[src/rtl/tgr_pkg.sv]
// ----------------------------------------------------------------------------
// Touch gesture recognizer package
// Gesture codes, tracking mode codes, register indexes and time constants.
// ----------------------------------------------------------------------------
package tgr_pkg;

    // Gesture codes carried on the result word.
    localparam logic [2:0] GEST_LONG_PRESS  = 3'd0;
    localparam logic [2:0] GEST_TAP         = 3'd1;
    localparam logic [2:0] GEST_SWIPE_LEFT  = 3'd2;
    localparam logic [2:0] GEST_SWIPE_RIGHT = 3'd3;
    localparam logic [2:0] GEST_SWIPE_UP    = 3'd4;
    localparam logic [2:0] GEST_SWIPE_DOWN  = 3'd5;

    // Tracking mode codes. The fourth code is never entered and acts as idle.
    localparam logic [1:0] MODE_IDLE  = 2'd0;
    localparam logic [1:0] MODE_TRACK = 2'd1;
    localparam logic [1:0] MODE_FIRED = 2'd2;

    // Configuration register indexes.
    localparam logic [2:0] REG_TAP_MAX_DIST    = 3'd0;
    localparam logic [2:0] REG_TAP_MAX_TIME_MS = 3'd1;
    localparam logic [2:0] REG_SWIPE_MIN_DIST  = 3'd2;
    localparam logic [2:0] REG_LONG_PRESS_MS   = 3'd3;
    localparam logic [2:0] REG_LONG_PRESS_DIST = 3'd4;
    localparam logic [2:0] REG_SCREEN_WIDTH    = 3'd5;
    localparam logic [2:0] REG_SCREEN_HEIGHT   = 3'd6;

    localparam int CFG_DATA_BITS = 16;
    localparam int DIST_SQ_BITS  = 24;
    localparam int US_BITS       = 26;

    localparam logic [9:0] US_PER_MS = 10'd1000;

    // Reset values of the derived threshold registers.
    localparam logic [DIST_SQ_BITS-1:0] RST_TAP_SQ   = 24'd400;
    localparam logic [DIST_SQ_BITS-1:0] RST_SWIPE_SQ = 24'd1600;
    localparam logic [DIST_SQ_BITS-1:0] RST_LP_SQ    = 24'd400;
    localparam logic [US_BITS-1:0]      RST_TAP_US   = 26'd500000;
    localparam logic [US_BITS-1:0]      RST_LP_US    = 26'd800000;
    localparam logic [11:0]             RST_X_LIM    = 12'd539;
    localparam logic [11:0]             RST_Y_LIM    = 12'd959;

endpackage

[src/rtl/touch_gesture_recognizer_core.sv]
// ----------------------------------------------------------------------------
// Touch gesture recognizer core
// Tracks one finger from touch samples and reports tap, swipe, long press.
// ----------------------------------------------------------------------------
// Usage:
// Touch samples arrive on the input channel (in_valid / in_ready) as one word
// of pressed, raw_x, raw_y and time_us. Gestures leave on the output channel
// (out_valid / out_ready) as one word of gesture code and the start point of
// the touch. A sample produces zero or one result word.
// A sample is taken into an input register, evaluated against the tracking
// state and its result is placed in the output register once that register
// is empty or being taken by the receiver. One sample can be accepted in
// every cycle while the receiver takes results; the rate is set by the single
// state update per cycle of the tracking registers.
// When the receiver stalls with a result pending, the input register still
// fills and in_ready drops only while both registers are occupied.
// Thresholds are to be written on the cfg port only while no sample is in
// flight; the block has no check for it. The squared distances and
// microsecond limits are formed at write time. Reset clears the tracking
// mode to idle, empties both registers and loads the default thresholds.
// ----------------------------------------------------------------------------
module touch_gesture_recognizer_core #(
    parameter int COORD_BITS = 12,
    parameter int TIME_BITS  = 32
) (
    input  logic                              clk,
    input  logic                              rst_n,
    input  logic                              cfg_we,
    input  logic [2:0]                        cfg_addr,
    input  logic [tgr_pkg::CFG_DATA_BITS-1:0] cfg_wdata,
    input  logic                              in_valid,
    output logic                              in_ready,
    input  logic                              pressed,
    input  logic [15:0]                       raw_x,
    input  logic [15:0]                       raw_y,
    input  logic [TIME_BITS-1:0]              time_us,
    output logic                              out_valid,
    input  logic                              out_ready,
    output logic [2:0]                        gesture,
    output logic [11:0]                       pos_x,
    output logic [11:0]                       pos_y
);

    import tgr_pkg::*;

    localparam int DW   = 2 * COORD_BITS + 1;
    localparam int SW   = (DW > DIST_SQ_BITS) ? DW : DIST_SQ_BITS;
    localparam int CMPW = (TIME_BITS > US_BITS) ? TIME_BITS : US_BITS;

    // Threshold registers.
    logic [DIST_SQ_BITS-1:0] tap_sq_reg;
    logic [DIST_SQ_BITS-1:0] swipe_sq_reg;
    logic [DIST_SQ_BITS-1:0] lp_sq_reg;
    logic [US_BITS-1:0]      tap_us_reg;
    logic [US_BITS-1:0]      lp_us_reg;
    logic [11:0]             x_lim_reg;
    logic [11:0]             y_lim_reg;

    // Input register.
    logic                 s1_valid_reg;
    logic                 s1_pressed_reg;
    logic [15:0]          s1_raw_x_reg;
    logic [15:0]          s1_raw_y_reg;
    logic [TIME_BITS-1:0] s1_time_reg;

    // Tracking state.
    logic [1:0]            mode_reg, mode_next;
    logic [COORD_BITS-1:0] origin_x_reg, origin_x_next;
    logic [COORD_BITS-1:0] origin_y_reg, origin_y_next;
    logic [COORD_BITS-1:0] latest_x_reg, latest_x_next;
    logic [COORD_BITS-1:0] latest_y_reg, latest_y_next;
    logic [TIME_BITS-1:0]  press_time_reg, press_time_next;

    // Output register.
    logic                  out_valid_reg, out_valid_next;
    logic [2:0]            gesture_reg, gesture_next;
    logic [COORD_BITS-1:0] pos_x_reg, pos_x_next;
    logic [COORD_BITS-1:0] pos_y_reg, pos_y_next;

    logic                    advance;
    logic                    in_fire;
    logic [DIST_SQ_BITS-1:0] cfg_sq;
    logic [US_BITS-1:0]      cfg_us;
    logic [11:0]             cfg_lim;

    logic [COORD_BITS-1:0]   clamp_x;
    logic [COORD_BITS-1:0]   clamp_y;
    logic [COORD_BITS-1:0]   op_x;
    logic [COORD_BITS-1:0]   op_y;
    logic [COORD_BITS-1:0]   abs_x;
    logic [COORD_BITS-1:0]   abs_y;
    logic                    neg_x;
    logic                    neg_y;
    logic [2*COORD_BITS-1:0] sq_x;
    logic [2*COORD_BITS-1:0] sq_y;
    logic [SW-1:0]           dist_sq;
    logic [TIME_BITS-1:0]    elapsed;
    logic [CMPW-1:0]         elapsed_ext;
    logic                    active;
    logic                    result_valid;
    logic [2:0]              result_code;

    function automatic logic [COORD_BITS-1:0] clamp_coord(
        input logic [15:0] raw,
        input logic [11:0] lim
    );
        logic [14:0] v;
        logic [11:0] c;
        begin
            // Raw values with the top bit set are negative and clamp to zero.
            v = raw[15] ? 15'd0 : raw[14:0];
            if (v > {3'b000, lim})
            begin
                c = lim;
            end
            else
            begin
                c = v[11:0];
            end
            return COORD_BITS'(c);
        end
    endfunction

    // Thresholds are squared or scaled to microseconds as they are written.
    assign cfg_sq  = {12'd0, cfg_wdata[11:0]} * {12'd0, cfg_wdata[11:0]};
    assign cfg_us  = US_BITS'(cfg_wdata) * US_BITS'(US_PER_MS);
    assign cfg_lim = (cfg_wdata[11:0] == 12'd0) ? 12'd0 : cfg_wdata[11:0] - 12'd1;

    assign advance  = s1_valid_reg && (!out_valid_reg || out_ready);
    assign in_ready = !s1_valid_reg || advance;
    assign in_fire  = in_valid && in_ready;

    assign clamp_x = clamp_coord(s1_raw_x_reg, x_lim_reg);
    assign clamp_y = clamp_coord(s1_raw_y_reg, y_lim_reg);

    // One distance unit serves both the hold check and the release check.
    assign op_x  = s1_pressed_reg ? clamp_x : latest_x_reg;
    assign op_y  = s1_pressed_reg ? clamp_y : latest_y_reg;
    assign neg_x = op_x < origin_x_reg;
    assign neg_y = op_y < origin_y_reg;
    assign abs_x = neg_x ? origin_x_reg - op_x : op_x - origin_x_reg;
    assign abs_y = neg_y ? origin_y_reg - op_y : op_y - origin_y_reg;
    assign sq_x  = abs_x * abs_x;
    assign sq_y  = abs_y * abs_y;
    assign dist_sq = SW'(sq_x) + SW'(sq_y);

    assign elapsed     = s1_time_reg - press_time_reg;
    assign elapsed_ext = CMPW'(elapsed);
    assign active      = (mode_reg == MODE_TRACK) || (mode_reg == MODE_FIRED);

    always_comb
    begin
        mode_next       = mode_reg;
        origin_x_next   = origin_x_reg;
        origin_y_next   = origin_y_reg;
        latest_x_next   = latest_x_reg;
        latest_y_next   = latest_y_reg;
        press_time_next = press_time_reg;
        result_valid    = 1'b0;
        result_code     = GEST_TAP;

        if (s1_pressed_reg)
        begin
            if (!active)
            begin
                mode_next       = MODE_TRACK;
                origin_x_next   = clamp_x;
                origin_y_next   = clamp_y;
                latest_x_next   = clamp_x;
                latest_y_next   = clamp_y;
                press_time_next = s1_time_reg;
            end
            else
            begin
                latest_x_next = clamp_x;
                latest_y_next = clamp_y;
                if ((mode_reg == MODE_TRACK) && (elapsed_ext >= CMPW'(lp_us_reg))
                    && (dist_sq < SW'(lp_sq_reg)))
                begin
                    mode_next    = MODE_FIRED;
                    result_valid = 1'b1;
                    result_code  = GEST_LONG_PRESS;
                end
            end
        end
        else
        begin
            mode_next = MODE_IDLE;
            if (mode_reg == MODE_TRACK)
            begin
                if (dist_sq >= SW'(swipe_sq_reg))
                begin
                    result_valid = 1'b1;
                    // Ties between the axes count as horizontal.
                    if (abs_x >= abs_y)
                    begin
                        result_code = neg_x ? GEST_SWIPE_LEFT : GEST_SWIPE_RIGHT;
                    end
                    else
                    begin
                        result_code = neg_y ? GEST_SWIPE_UP : GEST_SWIPE_DOWN;
                    end
                end
                else if ((dist_sq < SW'(tap_sq_reg)) && (elapsed_ext < CMPW'(tap_us_reg)))
                begin
                    // Whole milliseconds below the limit is the same as
                    // microseconds below the limit times one thousand.
                    result_valid = 1'b1;
                    result_code  = GEST_TAP;
                end
            end
        end
    end

    always_comb
    begin
        out_valid_next = out_valid_reg;
        gesture_next   = gesture_reg;
        pos_x_next     = pos_x_reg;
        pos_y_next     = pos_y_reg;
        if (advance)
        begin
            out_valid_next = result_valid;
            gesture_next   = result_code;
            pos_x_next     = origin_x_reg;
            pos_y_next     = origin_y_reg;
        end
        else if (out_ready)
        begin
            out_valid_next = 1'b0;
        end
    end

    always_ff @(posedge clk or negedge rst_n)
    begin
        if (!rst_n)
        begin
            tap_sq_reg   <= RST_TAP_SQ;
            swipe_sq_reg <= RST_SWIPE_SQ;
            lp_sq_reg    <= RST_LP_SQ;
            tap_us_reg   <= RST_TAP_US;
            lp_us_reg    <= RST_LP_US;
            x_lim_reg    <= RST_X_LIM;
            y_lim_reg    <= RST_Y_LIM;
        end
        else if (cfg_we)
        begin
            unique case (cfg_addr)
                REG_TAP_MAX_DIST:    tap_sq_reg   <= cfg_sq;
                REG_TAP_MAX_TIME_MS: tap_us_reg   <= cfg_us;
                REG_SWIPE_MIN_DIST:  swipe_sq_reg <= cfg_sq;
                REG_LONG_PRESS_MS:   lp_us_reg    <= cfg_us;
                REG_LONG_PRESS_DIST: lp_sq_reg    <= cfg_sq;
                REG_SCREEN_WIDTH:    x_lim_reg    <= cfg_lim;
                REG_SCREEN_HEIGHT:   y_lim_reg    <= cfg_lim;
                default:
                begin
                end
            endcase
        end
    end

    always_ff @(posedge clk or negedge rst_n)
    begin
        if (!rst_n)
        begin
            s1_valid_reg   <= 1'b0;
            out_valid_reg  <= 1'b0;
            mode_reg       <= MODE_IDLE;
            origin_x_reg   <= '0;
            origin_y_reg   <= '0;
            latest_x_reg   <= '0;
            latest_y_reg   <= '0;
            press_time_reg <= '0;
        end
        else
        begin
            out_valid_reg <= out_valid_next;
            if (in_fire)
            begin
                s1_valid_reg <= 1'b1;
            end
            else if (advance)
            begin
                s1_valid_reg <= 1'b0;
            end
            if (advance)
            begin
                mode_reg       <= mode_next;
                origin_x_reg   <= origin_x_next;
                origin_y_reg   <= origin_y_next;
                latest_x_reg   <= latest_x_next;
                latest_y_reg   <= latest_y_next;
                press_time_reg <= press_time_next;
            end
        end
    end

    always_ff @(posedge clk)
    begin
        gesture_reg <= gesture_next;
        pos_x_reg   <= pos_x_next;
        pos_y_reg   <= pos_y_next;
        if (in_fire)
        begin
            s1_pressed_reg <= pressed;
            s1_raw_x_reg   <= raw_x;
            s1_raw_y_reg   <= raw_y;
            s1_time_reg    <= time_us;
        end
    end

    assign out_valid = out_valid_reg;
    assign gesture   = gesture_reg;
    assign pos_x     = 12'(pos_x_reg);
    assign pos_y     = 12'(pos_y_reg);

endmodule

[config.mk]
export PLATFORM = sky130hd
export DESIGN_NAME = touch_gesture_recognizer_core
export DESIGN_NICKNAME = d
export VERILOG_FILES = /design/src/rtl/tgr_pkg.sv /design/src/rtl/touch_gesture_recognizer_core.sv
export SDC_FILE = /design/constraint.sdc
export NUM_CORES = 2
export LEC_CHECK = 0
export ABC_AREA = 1
export BUFFER_PORTS_ARGS = -buffer_cell sky130_fd_sc_hd__buf_4
export CAP_MARGIN = 20
export CORE_ASPECT_RATIO = 1.75
export CORE_MARGIN = 2
export CORE_UTILIZATION = 50
export DETAILED_ROUTE_END_ITERATION = 7
export PLACE_DENSITY = 0.66
export SETUP_SLACK_MARGIN = 0.1
export SLEW_MARGIN = 15
export SYNTH_ARGS = -nofsm -noshare
export SYNTH_HDL_FRONTEND = slang
export SYNTH_SLANG_ARGS = --single-unit
[constraint.sdc]
create_clock -name clk -period 23.3 [get_ports clk]
set_input_delay 1.165 -clock clk [delete_from_list [all_inputs] [get_ports clk]]
set_output_delay 1.165 -clock clk [all_outputs]
set_load 0.01 [all_outputs]
After elaboration in Yosys (flattened, before gate mapping). Cells that the tools add are included.

Flip-flop bits (word level): 318. Input bits: 89. Output and inout bits: 29.

Add/subtract/negate cells: 7. Multiply operators: 4. Magnitude comparators: 10. Equal/unequal tests: 9. Muxes and demuxes: 30. Bitwise gates (word level): 1. Reductions and logical operators: 23.

Operators with widths (number): $mux W12 (7); $mul A12 B12 Y24 (3); $lt A25 B24 Y1 (2); $sub A12 B12 Y12 (4); $ge A32 B26 Y1 (1); $lt A32 B26 Y1 (1); $sub A32 B32 Y32 (1); $gt A15 B12 Y1 (2); $mux W15 (2); $add A24 B24 Y25 (1); $ge A25 B24 Y1 (1); $lt A12 B12 Y1 (2); $mul A16 B7 Y23 const B (1); $reduce_and A2 Y1 (8); $mux W1 (14); $ge A12 B12 Y1 (1); $logic_not A12 Y1 (1); $mux W3 (4); $sub A12 B1 Y12 const B (1); $eq A3 B3 Y1 const B (3); $eq A3 B2 Y1 const B (2); $mux W2 (3); $logic_and A1 B1 Y1 (5); $reduce_bool A2 Y1 (2); 9 further kinds (12).

Longest topological paths before layout.
Depth in word-level cells: 15. Gate-level depth with buffers: 73. Depth with buffers taken out: 72.

Worst setup path after synthesis. Ideal clock, no wire load.

Kind: reg2reg. Start point: register s1_raw_y_reg[15]. End point: register gesture_reg[0], in the netlist gesture[0], data pin. Library setup time: 0.258 ns. Data arrival time: 10.579 ns. Slack: 12.463 ns. Stages on the path, launching flop included: 61. Cells stage by stage: edfxtp_1 > clkbuf_1 > nor2_1 > ha_1 > a21oi_1 > o21ai_0 > a2111oi_0 > o31ai_1 > clkbuf_1 > nand3_1 > nand2_1 > nand2_1 > nand2_1 > inv_1 > ha_1 > inv_1 > fa_1 > nand2_1 > [25 not listed] > a21o_1 > a21oi_1 > nand2_1 > a21oi_1 > o21bai_1 > a221oi_1 > xnor2_1 > ha_1 > nand2_1 > nor3_1 > a31o_2 > nor2_1 > nand2_1 > nand2_1 > inv_1 > o21ai_0 > o21ai_0 > nand2_1.

Longest elaborated chain between the ends: 13. Elaborated cells on any way between the ends: 21. Classes of those cells: add/sub (3); mul (1); order compare (5); mux (11); reduce/logical (1).

Ends and longest elaborated chain: start, declared (RTL line touch_gesture_recognizer_core.sv:63) `logic [15:0] s1_raw_y_reg;`; start signal, assigned (RTL line touch_gesture_recognizer_core.sv:308) `s1_raw_y_reg <= raw_y;`; $mux W15 (*) (RTL line touch_gesture_recognizer_core.sv:111) `v = raw[15] ? 15'd0 : raw[14:0];`; $gt A15 B12 Y1 (RTL line touch_gesture_recognizer_core.sv:112) `if (v > {3'b000, lim})`; $mux W12 (*) (RTL line touch_gesture_recognizer_core.sv:112); $mux W12 (*); $sub A12 B12 Y12 or $lt A12 B12 Y1 (tied branches) (RTL line touch_gesture_recognizer_core.sv:142, touch_gesture_recognizer_core.sv:140); $mux W12 (RTL line touch_gesture_recognizer_core.sv:142) `assign abs_y = neg_y ? origin_y_reg - op_y : op_y - origin_y_reg;`; $mul A12 B12 Y24 (RTL line touch_gesture_recognizer_core.sv:144) `assign sq_y = abs_y * abs_y;`; $add A24 B24 Y25 (RTL line touch_gesture_recognizer_core.sv:145) `assign dist_sq = SW'(sq_x) + SW'(sq_y);`; $lt A25 B24 Y1 (RTL line touch_gesture_recognizer_core.sv:178) `&& (dist_sq < SW'(lp_sq_reg)))`; $logic_and A1 B1 Y1 (RTL line touch_gesture_recognizer_core.sv:178); $mux W1 (RTL line touch_gesture_recognizer_core.sv:177) `if ((mode_reg == MODE_TRACK) && (elapsed_ext >= CMPW'(lp_us_reg))`; $mux W1 (RTL line touch_gesture_recognizer_core.sv:164) `if (!active)`; $mux W3 (*) (RTL line touch_gesture_recognizer_core.sv:162) `if (s1_pressed_reg)`; named net result_code[0] (RTL line touch_gesture_recognizer_core.sv:101) `logic [2:0] result_code;`; end signal, assigned (RTL line touch_gesture_recognizer_core.sv:301) `gesture_reg <= gesture_next;`; end, declared (RTL line touch_gesture_recognizer_core.sv:76) `logic [2:0] gesture_reg, gesture_next;`.

Mark *: on every way through the listed nets, which the timed path passes. The rest lies on a longest branch. A chain may end at the register's enable or synchronous reset.

Worst setup path after layout. Ends and elaborated chain as after synthesis.

==> impl_metrics.toml <==
[timing]
setup-tns-final_ns = 0
setup_viol = 0
tightest_slew_ns = 1.024
finalHoldViolCount = 0
skew_ns = 0.01318
fin_crit_ns = 13.15
max_clock_freq_ghz = 0.07602
finalCritPeriodShare_pct = 56.45
relSlewSlack_pct = 30.99
rsz0062_at_grt = "no"
maxSlewViolCount = 0

[hold_path]
hp-class = "flop to flop"

[clocking]
h-tree-depth = 1
path_clk_slew_ns = 0.07
clockRootBuffer = "clkbuf_16"
cts_setup_buffers = 0
cts_hold_buf = 0
clk_path_buf_depth = 3
clk_latency_ns = 0.58
cts.sinks = 315
cts_made_buffers = 30
cts_tree = "done"
cts_resized = 0

[synthesis]
synth_top_family_by_area = "adder cells"
async_reset_ff_share_pct = 70.79
synth-simple-area-share_pct = 16.18
synth-edff-count = 92
synth.avg_cell_area_um2 = 8.173
synth-main-ff-cell = "dfrtp_1"
synth-adder-area-share_pct = 35.94
synth_compound_area_share_pct = 8.627
synthMuxAreaShare_pct = 0
ys_ff_latch = 315
syn_nets = 5174
ys_warn_count = 0
syn_inst = 4284
synth_area_um2 = 35010
seq_area_frac_synth_pct = 23.96
synth-xor-area-share_pct = 3.306
synth_cell_type_count = 56

[place]
port_buffers = 117
place.gp.congestion = 0.9484
place_hpwl_um = 77070

[grt]
grt_usage_pct = 26.28
grt_max_degree = 111
antenna_found_initial = 1
grt_pass1_vias = 28470
grt_overflow = 0
grt_pass1_wl_um = 147200

[route]
wire_per_inst_um = 17.41
vias_per_cell = 5.129
drt_iter0_markers = 1214
ant_nets = 0
drcViolationCount = 0
drt-total-wl_um = 92130
vias = 27140
first_pass_iters = 5

[critical_path]
crit_path_end_kind = "flop"
worstPathArrival_ns = 13.49
worstSetupPathType = "flop to flop"
cp.buffers_inverters = 9
cp_max_fo = 14
crit_required_ns = 23.64
cp_slowest_cell = "edfxtp_1"
crit_family = "adder cells"
crit_top_cell = "nand2_1"
critPathMaxStageDelay_ns = 0.66
startpoint_type = "flop"

[die]
die-area_um2 = 72240
ios = 118
row_count = 128
coreArea_um2 = 69510
start_util_pct = 50.37
die_width_um = 204.0
fp.dieH_um = 354.1

[layout]
seq_area_um2 = 8388
fillCellCount = 6767
antenna_cells = 0
multiInputGateArea_um2 = 22440
nNetsFinal = 5247
drive_gt1_share_pct = 6.871
syn2layout_area_growth_pct = 7.905

[outcome]
status = "completed"

[job]
cap_viol_max_count = 0
==> synth_stat cells (6+ instances only) <==
library cell / number / area share, %
a211oi_1: 6 / 0.13
a21o_1: 27 / 0.58
a21oi_1: 168 / 2.4
a31oi_1: 17 / 0.30
buf_2: 7 / 0.10
buf_4: 12 / 0.26
clkbuf_1: 65 / 0.70
dfrtp_1: 187 / 13
dfstp_2: 36 / 2.7
edfxtp_1: 92 / 7.9
fa_1: 341 / 19
ha_1: 460 / 16
inv_1: 988 / 11
inv_2: 20 / 0.21
nand2_1: 903 / 9.7
nand2_2: 24 / 0.43
nand3_1: 147 / 2.1
nand4_1: 20 / 0.36
nor2_1: 223 / 2.4
nor2_2: 14 / 0.25
nor3_1: 30 / 0.43
o21a_1: 6 / 0.13
o21ai_0: 278 / 4.0
o21bai_1: 10 / 0.21
or2_2: 6 / 0.11
xnor2_1: 50 / 1.3
xor2_1: 79 / 2.0
==> worst paths after layout <==
kind	startpoint	endpoint	slack [ns]	cells after the start
worst min-delay path	origin_y_reg[11]$_DFFE_PN0P_	pos_y[11]$_DFFE_PP_	0.46	0
worst min register to register	origin_y_reg[11]$_DFFE_PN0P_	pos_y[11]$_DFFE_PP_	0.46	0
min in group asynchronous	rst_n	lp_us_reg[17]$_DFFE_PN0P_	0.60	1
max in group asynchronous	rst_n	origin_y_reg[10]$_DFFE_PN0P_	21.27	2
worst max register to register	s1_raw_y_reg[15]$_DFFE_PP_	gesture[0]$_DFFE_PP_	10.15	60
worst max-delay path	s1_raw_y_reg[15]$_DFFE_PP_	gesture[0]$_DFFE_PP_	10.15	60
==> through the flow <==
step	area (um^2)	hold slack (ns)	setup WS, ns	std cells	utilization [%]
after global placement	36750	0.4499	10.18	5235	52.87
final	37780	0.4613	10.15	5291	54.35
after CTS	37780	0.4656	10.15	5291	54.35
after global routing	37780	0.4971	9.026	5291	54.35
after floorplan	35010	0.4249	12.46	4284	-
after detailed placement	36750	0.4557	10.19	5235	52.87
==> cells in the final DEF (no fill, tap or decap), types with 4 or more instances in the layout <==
master,synthesis,final
a211oi_1,6,6
a21boi_0,4,4
a21o_1,27,27
a21oi_1,168,168
a221oi_1,4,4
a31oi_1,17,17
buf_4,12,130
clkbuf_1,65,4
clkbuf_16,0,31
clkbuf_8,0,5
clkinv_2,0,7
dfrtp_1,187,187
dfstp_2,36,36
edfxtp_1,92,92
fa_1,341,341
ha_1,460,460
inv_1,988,987
inv_2,20,21
nand2_1,903,903
nand2_2,24,24
nand3_1,147,147
nand3b_1,4,4
nand4_1,20,20
nor2_1,223,221
nor2_2,14,15
nor3_1,30,30
nor4_1,5,5
o211ai_1,5,5
o21a_1,6,6
o21ai_0,278,278
o21ai_1,5,5
o21ai_2,4,4
o21bai_1,10,10
or2_2,6,6
xnor2_1,50,50
xor2_1,79,79
==> cell type report <==
type / count / area share, %
sequential: 315 / 22.20
timing repair buffer: 131 / 2.623
clock buffer: 40 / 2.275
tap: 910 / 3.014
multi-input combinational: 2868 / 59.39
inverter: 1011 / 10.05
clock inverter: 16 / 0.4471
==> cells by family (layout without fill, tap and decap cells) <==
group                      after synthesis  in the layout
DFF                                    315            315
and+or+nand+nor                       1386           1386
xor gates and xnor gates               130            130
AOI/OAI and AO/OA                      551            551
adders and majority gates              801            801
buffers and inverters                 1101           1198
==> metal layers <==
metal  part of all wire [%]  track usage (%)  wire [um]
met5                  0.013                0         12
met1                     36            27.99      33330
met3                    2.8            2.034       2574
met4                    7.0            15.54       6419
met2                     54            49.97      49790
Power is left out: the tool's default activity adds up to more than one toggle a clock period on the data nets, which glitch-free logic cannot reach.
